===== config.mk =====
export PLATFORM = sky130hd
export DESIGN_NAME = button_debounce_long_press_top
export DESIGN_NICKNAME = d
export VERILOG_FILES = /design/src/rtl/core/bdlp_pkg.sv /design/src/rtl/core/bdlp_cfg.sv /design/src/rtl/core/bdlp_fsm.sv /design/src/rtl/core/button_debounce_long_press_top.sv
export SDC_FILE = /design/constraint.sdc
export NUM_CORES = 1
export LEC_CHECK = 0
export BUFFER_PORTS_ARGS = -buffer_cell sky130_fd_sc_hd__buf_4
export CELL_PAD_IN_SITES_DETAIL_PLACEMENT = 1
export CELL_PAD_IN_SITES_GLOBAL_PLACEMENT = 2
export CORE_MARGIN = 1
export CORE_UTILIZATION = 41
export CTS_CLUSTER_SIZE = 14
export DETAILED_ROUTE_END_ITERATION = 16
export PLACE_DENSITY_LB_ADDON = 0.1
export SKIP_CTS_REPAIR_TIMING = 1
export SLEW_MARGIN = 0
export SYNTH_ARGS = -nofsm -noshare
export SYNTH_HDL_FRONTEND = slang
export SYNTH_SLANG_ARGS = --single-unit

===== constraint.sdc =====
create_clock -name clk -period 6.6 [get_ports clk]
set_input_delay 1.65 -clock clk [delete_from_list [all_inputs] [get_ports clk]]
set_output_delay 1.65 -clock clk [all_outputs]
set_load 0.05 [all_outputs]

===== src/rtl/core/bdlp_pkg.sv =====
`timescale 1ns / 1ps
// ----------------------------------------------------------------------------
// bdlp_pkg
// Shared types and constants for the button debouncer with long press.
// ----------------------------------------------------------------------------
package bdlp_pkg;

	localparam int unsigned DEB_W  = 16;
	localparam int unsigned TIME_W = 32;
	localparam int unsigned CFG_W  = 32;

	localparam logic [DEB_W-1:0]  DEBOUNCE_RST   = 16'd50;
	localparam logic [TIME_W-1:0] LONG_PRESS_RST = 32'd5000;

	// configuration register indexes
	localparam logic CFG_DEBOUNCE   = 1'b0;
	localparam logic CFG_LONG_PRESS = 1'b1;

	typedef enum logic [2:0] {
		PH_IDLE          = 3'd0,
		PH_DEB_PRESS     = 3'd1,
		PH_PRESSED       = 3'd2,
		PH_LONG          = 3'd3,
		PH_DEB_SHORT_REL = 3'd4,
		PH_DEB_LONG_REL  = 3'd5
	} phase_t;

	typedef struct packed {
		logic [DEB_W-1:0]  debounce_ms;
		logic [TIME_W-1:0] long_press_ms;
	} cfg_t;

	typedef struct packed {
		logic              level;
		logic [TIME_W-1:0] now_ms;
		logic              lamp_on;
	} sample_t;

	typedef struct packed {
		logic       lamp_on_next;
		logic       short_press;
		logic       long_press;
		logic [2:0] phase_now;
	} result_t;

endpackage


===== src/rtl/core/bdlp_cfg.sv =====
`timescale 1ns / 1ps
// ----------------------------------------------------------------------------
// bdlp_cfg
// Configuration registers: debounce time and long-press time.
// ----------------------------------------------------------------------------
module bdlp_cfg
	import bdlp_pkg::*;
(
	input  logic             clk,
	input  logic             arst_n,
	input  logic             cfg_we,
	input  logic             cfg_index,
	input  logic [CFG_W-1:0] cfg_data,
	output cfg_t             cfg
);

	logic [DEB_W-1:0]  debounce_q;
	logic [TIME_W-1:0] long_press_q;

	always_ff @(posedge clk or negedge arst_n) begin
		if (!arst_n) begin
			debounce_q   <= DEBOUNCE_RST;
			long_press_q <= LONG_PRESS_RST;
		end else if (cfg_we) begin
			case (cfg_index)
				CFG_DEBOUNCE: begin
					debounce_q <= cfg_data[DEB_W-1:0];
				end
				CFG_LONG_PRESS: begin
					long_press_q <= cfg_data[TIME_W-1:0];
				end
				default: begin
				end
			endcase
		end
	end

	assign cfg.debounce_ms   = debounce_q;
	assign cfg.long_press_ms = long_press_q;

endmodule


===== src/rtl/core/bdlp_fsm.sv =====
`timescale 1ns / 1ps
// ----------------------------------------------------------------------------
// bdlp_fsm
// Six-phase press/release machine; state advances once per request.
// ----------------------------------------------------------------------------
module bdlp_fsm
	import bdlp_pkg::*;
(
	input  logic    clk,
	input  logic    arst_n,
	input  logic    adv,
	input  sample_t smp,
	input  cfg_t    cfg,
	output result_t res
);

	phase_t            phase_q, phase_d;
	logic              prev_level_q;
	logic [TIME_W-1:0] mark_q, mark_d;
	logic [TIME_W-1:0] confirm_q, confirm_d;
	logic [TIME_W-1:0] since;
	logic [TIME_W-1:0] limit;
	logic              expired;
	logic              short_ev, long_ev;

	always_ff @(posedge clk or negedge arst_n) begin
		if (!arst_n) begin
			phase_q      <= PH_IDLE;
			prev_level_q <= 1'b1;
			mark_q       <= '0;
			confirm_q    <= '0;
		end else if (adv) begin
			phase_q      <= phase_d;
			prev_level_q <= smp.level;
			mark_q       <= mark_d;
			confirm_q    <= confirm_d;
		end
	end

	// one elapsed-time compare, reference picked by phase
	always_comb begin
		if (phase_q == PH_PRESSED) begin
			since = confirm_q;
			limit = cfg.long_press_ms;
		end else begin
			since = mark_q;
			limit = {{(TIME_W-DEB_W){1'b0}}, cfg.debounce_ms};
		end
		expired = (smp.now_ms - since) >= limit;
	end

	always_comb begin
		phase_d   = phase_q;
		mark_d    = mark_q;
		confirm_d = confirm_q;
		short_ev  = 1'b0;
		long_ev   = 1'b0;
		case (phase_q)
			PH_IDLE: begin
				if (prev_level_q && !smp.level) begin
					phase_d = PH_DEB_PRESS;
					mark_d  = smp.now_ms;
				end
			end
			PH_DEB_PRESS: begin
				if (smp.level) begin
					phase_d = PH_IDLE;
				end else if (expired) begin
					phase_d   = PH_PRESSED;
					confirm_d = smp.now_ms;
				end
			end
			PH_PRESSED: begin
				if (smp.level) begin
					phase_d = PH_DEB_SHORT_REL;
					mark_d  = smp.now_ms;
				end else if (expired) begin
					phase_d = PH_LONG;
					long_ev = 1'b1;
				end
			end
			PH_LONG: begin
				if (smp.level) begin
					phase_d = PH_DEB_LONG_REL;
					mark_d  = smp.now_ms;
				end
			end
			PH_DEB_SHORT_REL: begin
				if (!smp.level) begin
					phase_d = PH_PRESSED;
				end else if (expired) begin
					phase_d  = PH_IDLE;
					short_ev = 1'b1;
				end
			end
			PH_DEB_LONG_REL: begin
				if (!smp.level) begin
					phase_d = PH_LONG;
				end else if (expired) begin
					phase_d = PH_IDLE;
				end
			end
			default: begin
				phase_d = PH_IDLE;
			end
		endcase
	end

	assign res.lamp_on_next = smp.lamp_on ^ short_ev;
	assign res.short_press  = short_ev;
	assign res.long_press   = long_ev;
	assign res.phase_now    = phase_d;

endmodule


===== src/rtl/core/button_debounce_long_press_top.sv =====
`timescale 1ns / 1ps
// ----------------------------------------------------------------------------
// button_debounce_long_press_top
// Debounced push button with long-press event and short-press lamp toggle.
// Each request is held in the input register, then the result register.
// Throughput: one request per cycle unless out_stall holds back the output.
// Reset: asynchronous, active low; idle phase, button released,
// debounce 50 ms, long press 5000 ms, both pipeline stages empty.
// ----------------------------------------------------------------------------
module button_debounce_long_press_top
	import bdlp_pkg::*;
(
	input  logic              clk,
	input  logic              arst_n,
	input  logic              cfg_we,
	input  logic              cfg_index,
	input  logic [CFG_W-1:0]  cfg_data,
	input  logic              in_valid,
	output logic              in_stall,
	input  logic              level,
	input  logic [TIME_W-1:0] now_ms,
	input  logic              lamp_on,
	output logic              out_valid,
	input  logic              out_stall,
	output logic              lamp_on_next,
	output logic              short_press,
	output logic              long_press,
	output logic [2:0]        phase_now
);

	cfg_t    cfg;
	sample_t smp_s1;
	logic    valid_s1;
	result_t res;
	result_t res_s2;
	logic    valid_s2;
	logic    adv;
	logic    in_acc;

	assign adv      = valid_s1 && (!valid_s2 || !out_stall);
	assign in_stall = valid_s1 && !adv;
	assign in_acc   = in_valid && !in_stall;

	always_ff @(posedge clk or negedge arst_n) begin
		if (!arst_n) begin
			valid_s1 <= 1'b0;
		end else if (in_acc) begin
			valid_s1 <= 1'b1;
		end else if (adv) begin
			valid_s1 <= 1'b0;
		end
	end

	always_ff @(posedge clk) begin
		if (in_acc) begin
			smp_s1.level   <= level;
			smp_s1.now_ms  <= now_ms;
			smp_s1.lamp_on <= lamp_on;
		end
	end

	bdlp_cfg u_cfg (
		.clk       (clk),
		.arst_n    (arst_n),
		.cfg_we    (cfg_we),
		.cfg_index (cfg_index),
		.cfg_data  (cfg_data),
		.cfg       (cfg)
	);

	bdlp_fsm u_fsm (
		.clk    (clk),
		.arst_n (arst_n),
		.adv    (adv),
		.smp    (smp_s1),
		.cfg    (cfg),
		.res    (res)
	);

	always_ff @(posedge clk or negedge arst_n) begin
		if (!arst_n) begin
			valid_s2 <= 1'b0;
		end else if (adv) begin
			valid_s2 <= 1'b1;
		end else if (!out_stall) begin
			valid_s2 <= 1'b0;
		end
	end

	always_ff @(posedge clk) begin
		if (adv) begin
			res_s2 <= res;
		end
	end

	assign out_valid    = valid_s2;
	assign lamp_on_next = res_s2.lamp_on_next;
	assign short_press  = res_s2.short_press;
	assign long_press   = res_s2.long_press;
	assign phase_now    = res_s2.phase_now;

endmodule


## After elaboration in Yosys (flattened, before gate mapping)

Index checks and enable logic that the tools add are counted.

- Output and inout port bits: 8
- Flip-flop bits (word level): 158
- Word-level logic and storage cells: 70

- Bitwise logic cells: 4
- Multiplexer cells: 22
- Add/sub/neg operators: 1
- Reductions and logical operators: 19
- Equal/unequal tests: 8
- Order comparisons: 1

Operators by type and width:

| operator | number |
|---|---|
| $mux W32 | 4 |
| $pmux W32 S2 | 1 |
| $ge A32 B32 Y1 | 1 |
| $sub A32 B32 Y32 | 1 |
| $mux W3 | 9 |
| $pmux W3 S6 | 1 |
| $reduce_and A4 Y1 | 2 |
| $mux W1 | 7 |
| $eq A3 B2 Y1 const B | 2 |
| $eq A3 B3 Y1 const B | 2 |
| $ne A2 B1 Y1 const B | 3 |
| $logic_not A1 Y1 | 5 |
| $logic_and A1 B1 Y1 | 4 |
| $reduce_and A2 Y1 | 2 |
| $reduce_bool A2 Y1 | 2 |
| $reduce_or A2 Y1 | 2 |
| $eq A3 B1 Y1 const B | 1 |
| $logic_not A3 Y1 | 1 |
| $not A1 Y1 | 3 |
| $logic_or A1 B1 Y1 | 1 |
| $xor A1 B1 Y1 | 1 |

## Depth between registers and ports, before layout

Gate-level depths: netlist of the first run.

- Depth in word-level cells: 8
- Depth in mapped cells: 26
- Depth with buffers taken out: 23

## Hierarchy

From an unflattened synthesis of the first run, not the netlist that was laid out.

- Cell total of the unflattened synthesis: 691
- Area, all modules: 8773.4 um^2

Modules (own cells, without submodules):

| module | seq. area each (um^2) | cells an instance | times used | area an instance (um^2) |
|---|---|---|---|---|
| bdlp_fsm | 1702.9 | 540 | 1 | 5646.7 |
| bdlp_cfg | 1211.2 | 103 | 1 | 1833.0 |
| button_debounce_long_press_top | 1251.2 | 48 | 1 | 1293.7 |

## Worst setup path before layout of the first run

Ideal clock, no wire load.

- Kind: register -> register
- From: register u_fsm.phase_q[1]
- To: register u_fsm.confirm_q[0]
- Required time: 6.472 ns
- Buffers on the path: 4
- Clock period less this slack: 5.362 ns
- Arrival: 5.234 ns
- Setup time: 0.128 ns
- Path slack: 1.238 ns
- Cell stages (with the launch flop): 25
- Cell sequence: dfrtp_1 clkbuf_1 nand2_1 nor2_1 buf_2 buf_1 mux2i_1 ha_1 nor2b_1 o311a_1 o21a_1 o21ba_2 or2_2 a31oi_1 xnor2_1 ha_1 nand4_1 o211ai_1 o221ai_1 nand3b_1 a21oi_1 o22ai_1 nand3_1 buf_4 mux2_1

- Word-level cells in the longest chain between the ends: 5
- Elaborated cells between the ends (all ways): 7
- Those cells by class: 1 x add/sub; 1 x order compare; 2 x eq/ne; 2 x mux; 1 x reduce/logical

RTL lines:

| item | RTL line | RTL |
|---|---|---|
| start, declared | bdlp_fsm.sv:17 | `phase_t phase_q, phase_d;` |
| start signal, assigned | bdlp_fsm.sv:33 | `phase_q <= phase_d;` |
| $eq A3 B2 Y1 | bdlp_fsm.sv:42 | `if (phase_q == PH_PRESSED) begin` |
| $mux W32 | bdlp_fsm.sv:42 |  |
| $sub A32 B32 Y32 | bdlp_fsm.sv:49 | `expired = (smp.now_ms - since) >= limit;` |
| $ge A32 B32 Y1 | bdlp_fsm.sv:49 |  |
| $reduce_and A4 Y1 (no source line) (*) | -- |  |
| end signal, assigned | bdlp_fsm.sv:36 | `confirm_q <= confirm_d;` |
| end, declared | bdlp_fsm.sv:20 | `logic [TIME_W-1:0] confirm_q, confirm_d;` |

Mark *: on every way between the ends. The rest lies on a longest branch, timed or not.
A chain may end at the register's enable or synchronous reset.

## Worst setup path in the final report of the first run

- From: register u_fsm.phase_q[1]
- To: register u_fsm.confirm_q[6]

The elaborated chain is that of the path after synthesis.

==> run metrics, run 1 <==
fin crit period between 5000 and 6000 ps; post-route setup slack 600.1 ps; EDFF count, synth 40; Fin Hold WS approximately 490 ps; Yosys top cell area share around a third; VDD IR max approximately 0.00019 V; Slew Viols, Final 0; CTS buffer count 17; clock tree sinks between 150 and 200; H-tree levels 4; vias 5,772; DP Worst Slack ~660 ps; Top FF cell, synth dfrtp_1; hpwl dp between 10,000 and 15,000 um; main combinational cell family by area after synthesis multiplexers; non-filler instance count after layout 1,066; Clock Latency Late Sink approximately 430 ps; Rel. slew slack approximately 39%; die width 146.6 um; Area growth, synth to finish 17.87%; LEAKAGE roughly 4.2 nW; initial antenna violation count 0; CP Class flip-flop to flip-flop; # DRC 0; leading post-synthesis cells by cell area dfrtp_1 (32%), mux2_2 (15%), edfxtp_1 (14%); Cell Rows 52; Commonest cells post-synth mux2_2 (112), dfrtp_1 (109), ha_1 (63); final wirelength about 20,000 um; Chip Height ~150 um; vias in the first global route 6,583; Final ANT Viol Nets 0; FMAX 166.7 MHz; wire per inst between 15 and 20 um; asr flop ratio synth around 75%; PwrDens 524.6 mW/mm^2; fin area ~0.010 sq mm; Final GP Congestion between 0.8 and 0.9; RSZ-0062 raised after global routing no; TritonCTS clock tree built; critical path peak fanout 18; Final nets around 900; Root Driver clkbuf_16; starting density of the core 42.12%; Post-Synth Adder-Cell Area a little under a tenth; DR vias/cell roughly 5.4; clock transition at the registers of the reported paths ~70 ps; mux cell area share after synthesis roughly a fifth; mapped cell area about 0.0086 sq mm; Total GRT Usage between 10% and 20%; Compound-Gate Fraction of Synth Area 9.847%; Pre-antenna DRT Iters 4; endpoints failing setup 0; Worst Path Arrival ~6300 ps; sequential-to-total area share from yosys stat between 40 and 50%; Critical Path RT 6910 ps; Core ar. around 0.020 sq mm; Hold Crit Class flip-flop to flip-flop; total grt overflow 0; port bufs 79; CP Capture Type flip-flop; # fillers about 2.1k; Starting DRT DRC Count approximately 260; Placed Area approximately 0.0095 sq mm; worst slew pin tran a little over 900 ps; Net Count, Synth approximately 830; Gate Count Post-Synth 696; Fin Clk Skew ~9.5 ps; most frequent cell after synthesis mux2_2; Final period util slightly above 90%; largest net degree at the start of global routing 65; warnings from Yosys 0; critical path startpoint category flip-flop; first-pass GRT wire length 33,490 um; run status completed; Distinct cells, synth 56; post-synthesis simple-gate area fraction 6.842%; Fin. Hold Viols 0; Die Area 0.02150 sq mm; Synth Area in XOR/XNOR a little over 3%; Ant. Diodes 0; Post-Syn Area per Cell 12.32 sq um; FF+latch count, synth roughly 160; final setup TNS 0 ps; cell accounting for the most synthesized area dfrtp_1; CTS max path bufs 2; placed cells 1,034; I/O pin cnt 80; share of cells above drive strength 1 between 30% and 40%; max-cap violation count 0
[critical path, stage by stage, from the launching register on]
cell      delay [ps]
dfrtp_1          530
nand2_1          210
nor2_4           300
mux2_2           390
ha_1             210
fa_1             420
nor2b_1          200
o311a_1          240
o21a_1           230
o21ba_2          180
o21ai_1          100
o31ai_1          500
nand2b_1         200
xor2_1           180
ha_1             270
o21ai_0          160
o21ai_0           90
o211ai_1         110
nand3b_1         100
a21oi_1          210
o22ai_1          200
nand3_1          160
buf_4            300
mux2_2           390
[metrics by stage]
stage,power [W],utilization [%]
global placement,0.004207,46.68
global route,0.005744,49.64
detailed placement,0.004319,46.68
finish,0.005304,49.64
floorplan,0.003536,-
CTS,0.005378,49.64
[per-layer routing]
layer | track usage (%) | wire length (um) | vias up
li1 | - | - | 2746
met3 | 3.281 | 457 | 21
met1 | 22.39 | 8385 | 2922
met5 | 0 | 0 | -
met4 | 5.573 | 274 | 0
met2 | 38.13 | 10890 | 83
[state kept, by name, indices dropped and copies added, names as in the netlist]
| signal | cells |
|---|---|
| lamp_on_next | 1 |
| long_press | 1 |
| out_valid | 1 |
| phase_now | 3 |
| short_press | 1 |
| smp_s1 | 34 |
| u_cfg.debounce_q | 16 |
| u_cfg.long_press_q | 32 |
| u_fsm.confirm_q | 32 |
| u_fsm.mark_q | 32 |
| u_fsm.phase_q | 3 |
| u_fsm.prev_level_q | 1 |
| valid_s1 | 1 |
[cells by family (layout without fill, tap and decap cells)]
family          after synthesis  after routing
mux                         160            160
compound gates              122            122
simple gates                123            123
flops                       158            158
xor+xnor                     30             30
buf+inv                      39            139
fa+ha+maj                    64             64
[cell usage in the layout (no fill, tap or decap), drive strengths merged, types with 5 or more instances in the layout]
| cell | synthesis | layout |
|---|---|---|
| a31oi | 8 | 8 |
| nor3 | 9 | 9 |
| and3 | 5 | 5 |
| o21ai | 23 | 23 |
| inv | 18 | 25 |
| xnor2 | 23 | 23 |
| nand2 | 38 | 38 |
| mux2i | 45 | 45 |
| dfrtp | 109 | 109 |
| o21a | 7 | 7 |
| a21oi | 31 | 31 |
| a211oi | 8 | 8 |
| ha | 63 | 63 |
| edfxtp | 40 | 40 |
| buf | 14 | 89 |
| xor2 | 7 | 7 |
| o211ai | 5 | 5 |
| nand2b | 8 | 8 |
| nand3 | 10 | 10 |
| mux2 | 115 | 115 |
| a21o | 15 | 15 |
| nand4 | 8 | 8 |
| nor2 | 30 | 30 |
| dfstp | 9 | 9 |
| nor2b | 5 | 5 |
| clkbuf | 7 | 23 |
[report_power, final]
group	internal [W]	switching, W	total [W]
sequential	0.00129	0.000155	0.00145
clock	0.000572	0.000436	0.00101
combinational	0.00129	0.00155	0.00285
[worst paths after layout]
path                                         start                  to  slack [ps]  depth (start not counted)
min in group asynchronous                   arst_n    u_fsm.phase_q[0]        1290                          1
worst min register to register  u_fsm.prev_level_q  u_fsm.prev_level_q         490                          2
max in group asynchronous                   arst_n    u_fsm.mark_q[18]        3960                          2
worst min-delay path            u_fsm.prev_level_q  u_fsm.prev_level_q         490                          2
worst max-delay path              u_fsm.phase_q[1]  u_fsm.confirm_q[6]         600                         23
worst max register to register    u_fsm.phase_q[1]  u_fsm.confirm_q[6]         600                         23
[cell type report]
class / instances / area, sq um / share of cell area, %
multi-input combinational: 499 / 4268 / 42.22
sequential: 158 / 4165 / 41.20
timing repair buffer: 89 / 668.1 / 6.609
clock buffer: 23 / 521.8 / 5.161
tap: 270 / 337.8 / 3.342
clock inverter: 9 / 81.33 / 0.8045
inverter: 18 / 67.56 / 0.6683
(Power assumes the default switching activity.)
==> run 2, diff against run 1 <==
REMOVE_ABC_BUFFERS = 1   (was default)
SLEW_MARGIN = 20   (was 0)
==> run 2 against run 1 <==
  * Sequential share of layout area is 0.092 points higher
  * Core utilization is 0.11 points lower
  * Largest power group unchanged
  * Non-clock buffer count is 2 lower
  * Critical path depth is 1 higher
  * Design area is 0.22% lower
  * Via count is 0.12% higher
  * Fmax is 1.8% higher
  * Combinational power is 2% lower
  * Clock skew is 11 ps higher
==> run metrics, run 2 (synthesis gave the netlist of run 1 again) <==
run status completed; Overall Power about 0.0052 W; worst-case reg-to-reg path depth 24; max FFs per register 34; PwrDens between 500 and 600 mW/mm^2; Root Driver clkbuf_16; commonest non-fill, non-tap cell in the layout mux2_2; Rel. slew slack 31.38%; critical path peak fanout 32; port bufs between 70 and 80; Slew Viols, Final 0; part of the power in registers approximately 28%; crit-path leading delay family compound AO/OA/AOI/OAI gates; I/O pin cnt 80; FMAX approximately 170 MHz; CP Capture Type flip-flop; Area growth, synth to finish 17.61%; Clock Latency Late Sink ~440 ps; endpoints failing setup 0; slowest stage delay, CP approximately 530 ps; share of cells above drive strength 1 roughly a third; Total GRT Usage about 20%; Clock Power Share around a fifth; total grt overflow 0; Core ar. 0.02036 sq mm; wire per inst 19.30 um; clock tree sinks 158; hpwl dp 14,690 um; # DRC 0; Critical Path RT between 6000 and 7000 ps; first-pass GRT wire length 34,490 um; initial antenna violation count 0; Worst Path Buf+Inv 3; final wirelength ~21,000 um; clock transition at the registers of the reported paths ~70 ps; TritonCTS clock tree built; Reg2Reg Setup Slack a little over 700 ps; Critical path origin u_fsm.phase_q[1]; worst slew pin tran slightly above 1000 ps; Hold Crit Class flip-flop to flip-flop; fin area 0.01009 sq mm; Chip Height ~150 um; Min-Delay Endpoint u_fsm.prev_level_q; Worst R2R End u_fsm.confirm_q[8]; hold depth 2; Crit-path slowest cell dfrtp_1; Fin Hold WS 486.8 ps; # fillers between 2k and 2.5k; Top reg by flops smp_s1; R2R Path Start u_fsm.phase_q[1]; leading cell types in the layout, fill and taps excluded mux2_2 (112), dfrtp_1 (109), buf_4 (86); most frequent CP cell a21oi_1; CTS buffer count 17; Fin. Hold Viols 0; Final ANT Viol Nets 0; CTS max path bufs 2; CP Class flip-flop to flip-flop; Placed Area about 0.0095 sq mm; H-tree levels 4; die width roughly 150 um; Cell Rows 52; Switching Share between 30 and 40%; max-cap violation count 0; Switch Pwr about 0.0021 W; VDD IR max 0.0001602 V; starting density of the core 42.12%; RSZ-0062 raised after global routing no; DR vias/cell 5.431; Die Area roughly 0.022 sq mm; critical path startpoint category flip-flop; Final GP Congestion a little under 0.9; Internal roughly 0.0031 W; share of total power in combinational logic between 50% and 60%; final setup TNS 0 ps; Hold Crit Start u_fsm.prev_level_q; fin crit period around 5900 ps; LEAKAGE 4.214 nW; vias 5,779; largest net degree at the start of global routing 64; Starting DRT DRC Count about 140; Fin Clk Skew just over 20 ps; Ant. Diodes 0; Pre-antenna DRT Iters 4; Final period util around 89%; Final nets just over 900; Worst Path Arrival between 6000 and 7000 ps; cells along the critical path nand2_1, nor2_4, buf_4, buf_4, mux2i_1, ha_1, a21oi_1, o21ai_1, a2111oi_4, a31oi_2, a211oi_2, o31ai_1, a21oi_1, xnor2_1, ha_1, a211oi_1, o21ai_0, o211ai_1, nand3b_1, a21oi_1, o22ai_1, nand3_1, buf_6, mux2_2; vias in the first global route ~6.5k
==> run 2: worst max path at each step <==
| stage | end | slack [ps] | cells past startpoint |
|---|---|---|---|
| 2_1_floorplan | u_fsm.confirm_q[0] | -2210 | 22 |
| 3_3_place_gp | u_fsm.confirm_q[12] | 900 | 24 |
| 3_5_place_dp | u_fsm.confirm_q[23] | 680 | 23 |
| 4_1_cts | u_fsm.confirm_q[23] | 590 | 24 |
| 5_1_grt | u_fsm.confirm_q[8] | 80 | 24 |
| 6_report | u_fsm.confirm_q[8] | 710 | 24 |
==> run 2: layer usage <==
| layer | global-route usage [%] | vias to the layer above | share of wire (%) |
|---|---|---|---|
| li1 | - | 2742 | - |
| met1 | 25.31 | 2930 | 45 |
| met2 | 36.14 | 81 | 51 |
| met3 | 3.906 | 26 | 2.8 |
| met4 | 6.771 | 0 | 1.9 |
| met5 | 0 | - | 0 |
==> run 2: power by group through the flow <==
stage                     logic, W  registers, W  clock network, W
after floorplan            0.00210       0.00144                 0
after global placement     0.00271       0.00145                 0
after detailed placement   0.00278       0.00147                 0
after CTS                  0.00282       0.00145           0.00102
after global routing       0.00314       0.00149           0.00106
final                      0.00278       0.00145          0.000998
==> run 2: worst min-delay path, delay by kind of cell (launching register included) <==
family             cells  cell delay [ps]
and+or+nand+nor        1               40
AOI/OAI and AO/OA      1               70
DFF                    1              370
==> run 2: layout make-up <==
class                           count  area [sq um]  share of cell area, %
Multi-Input combinational cell    499          4275                  42.38
Sequential cell                   158          4165                  41.29
Timing Repair Buffer               87         656.9                  6.512
Clock buffer                       19         432.9                  4.292
Tap cell                          270         337.8                  3.349
Clock inverter                     13         151.4                  1.501
Inverter                           18         67.56                 0.6698
==> run 2: through the flow <==
stage | util [%] | instances | worst slack [ps]
after floorplan | - | 675 | -2215
after global placement | 46.62 | 1032 | 899.5
after detailed placement | 46.62 | 1032 | 683.6
after CTS | 49.49 | 1064 | 586.2
after global routing | 49.53 | 1064 | 75.37
final | 49.53 | 1064 | 707.4
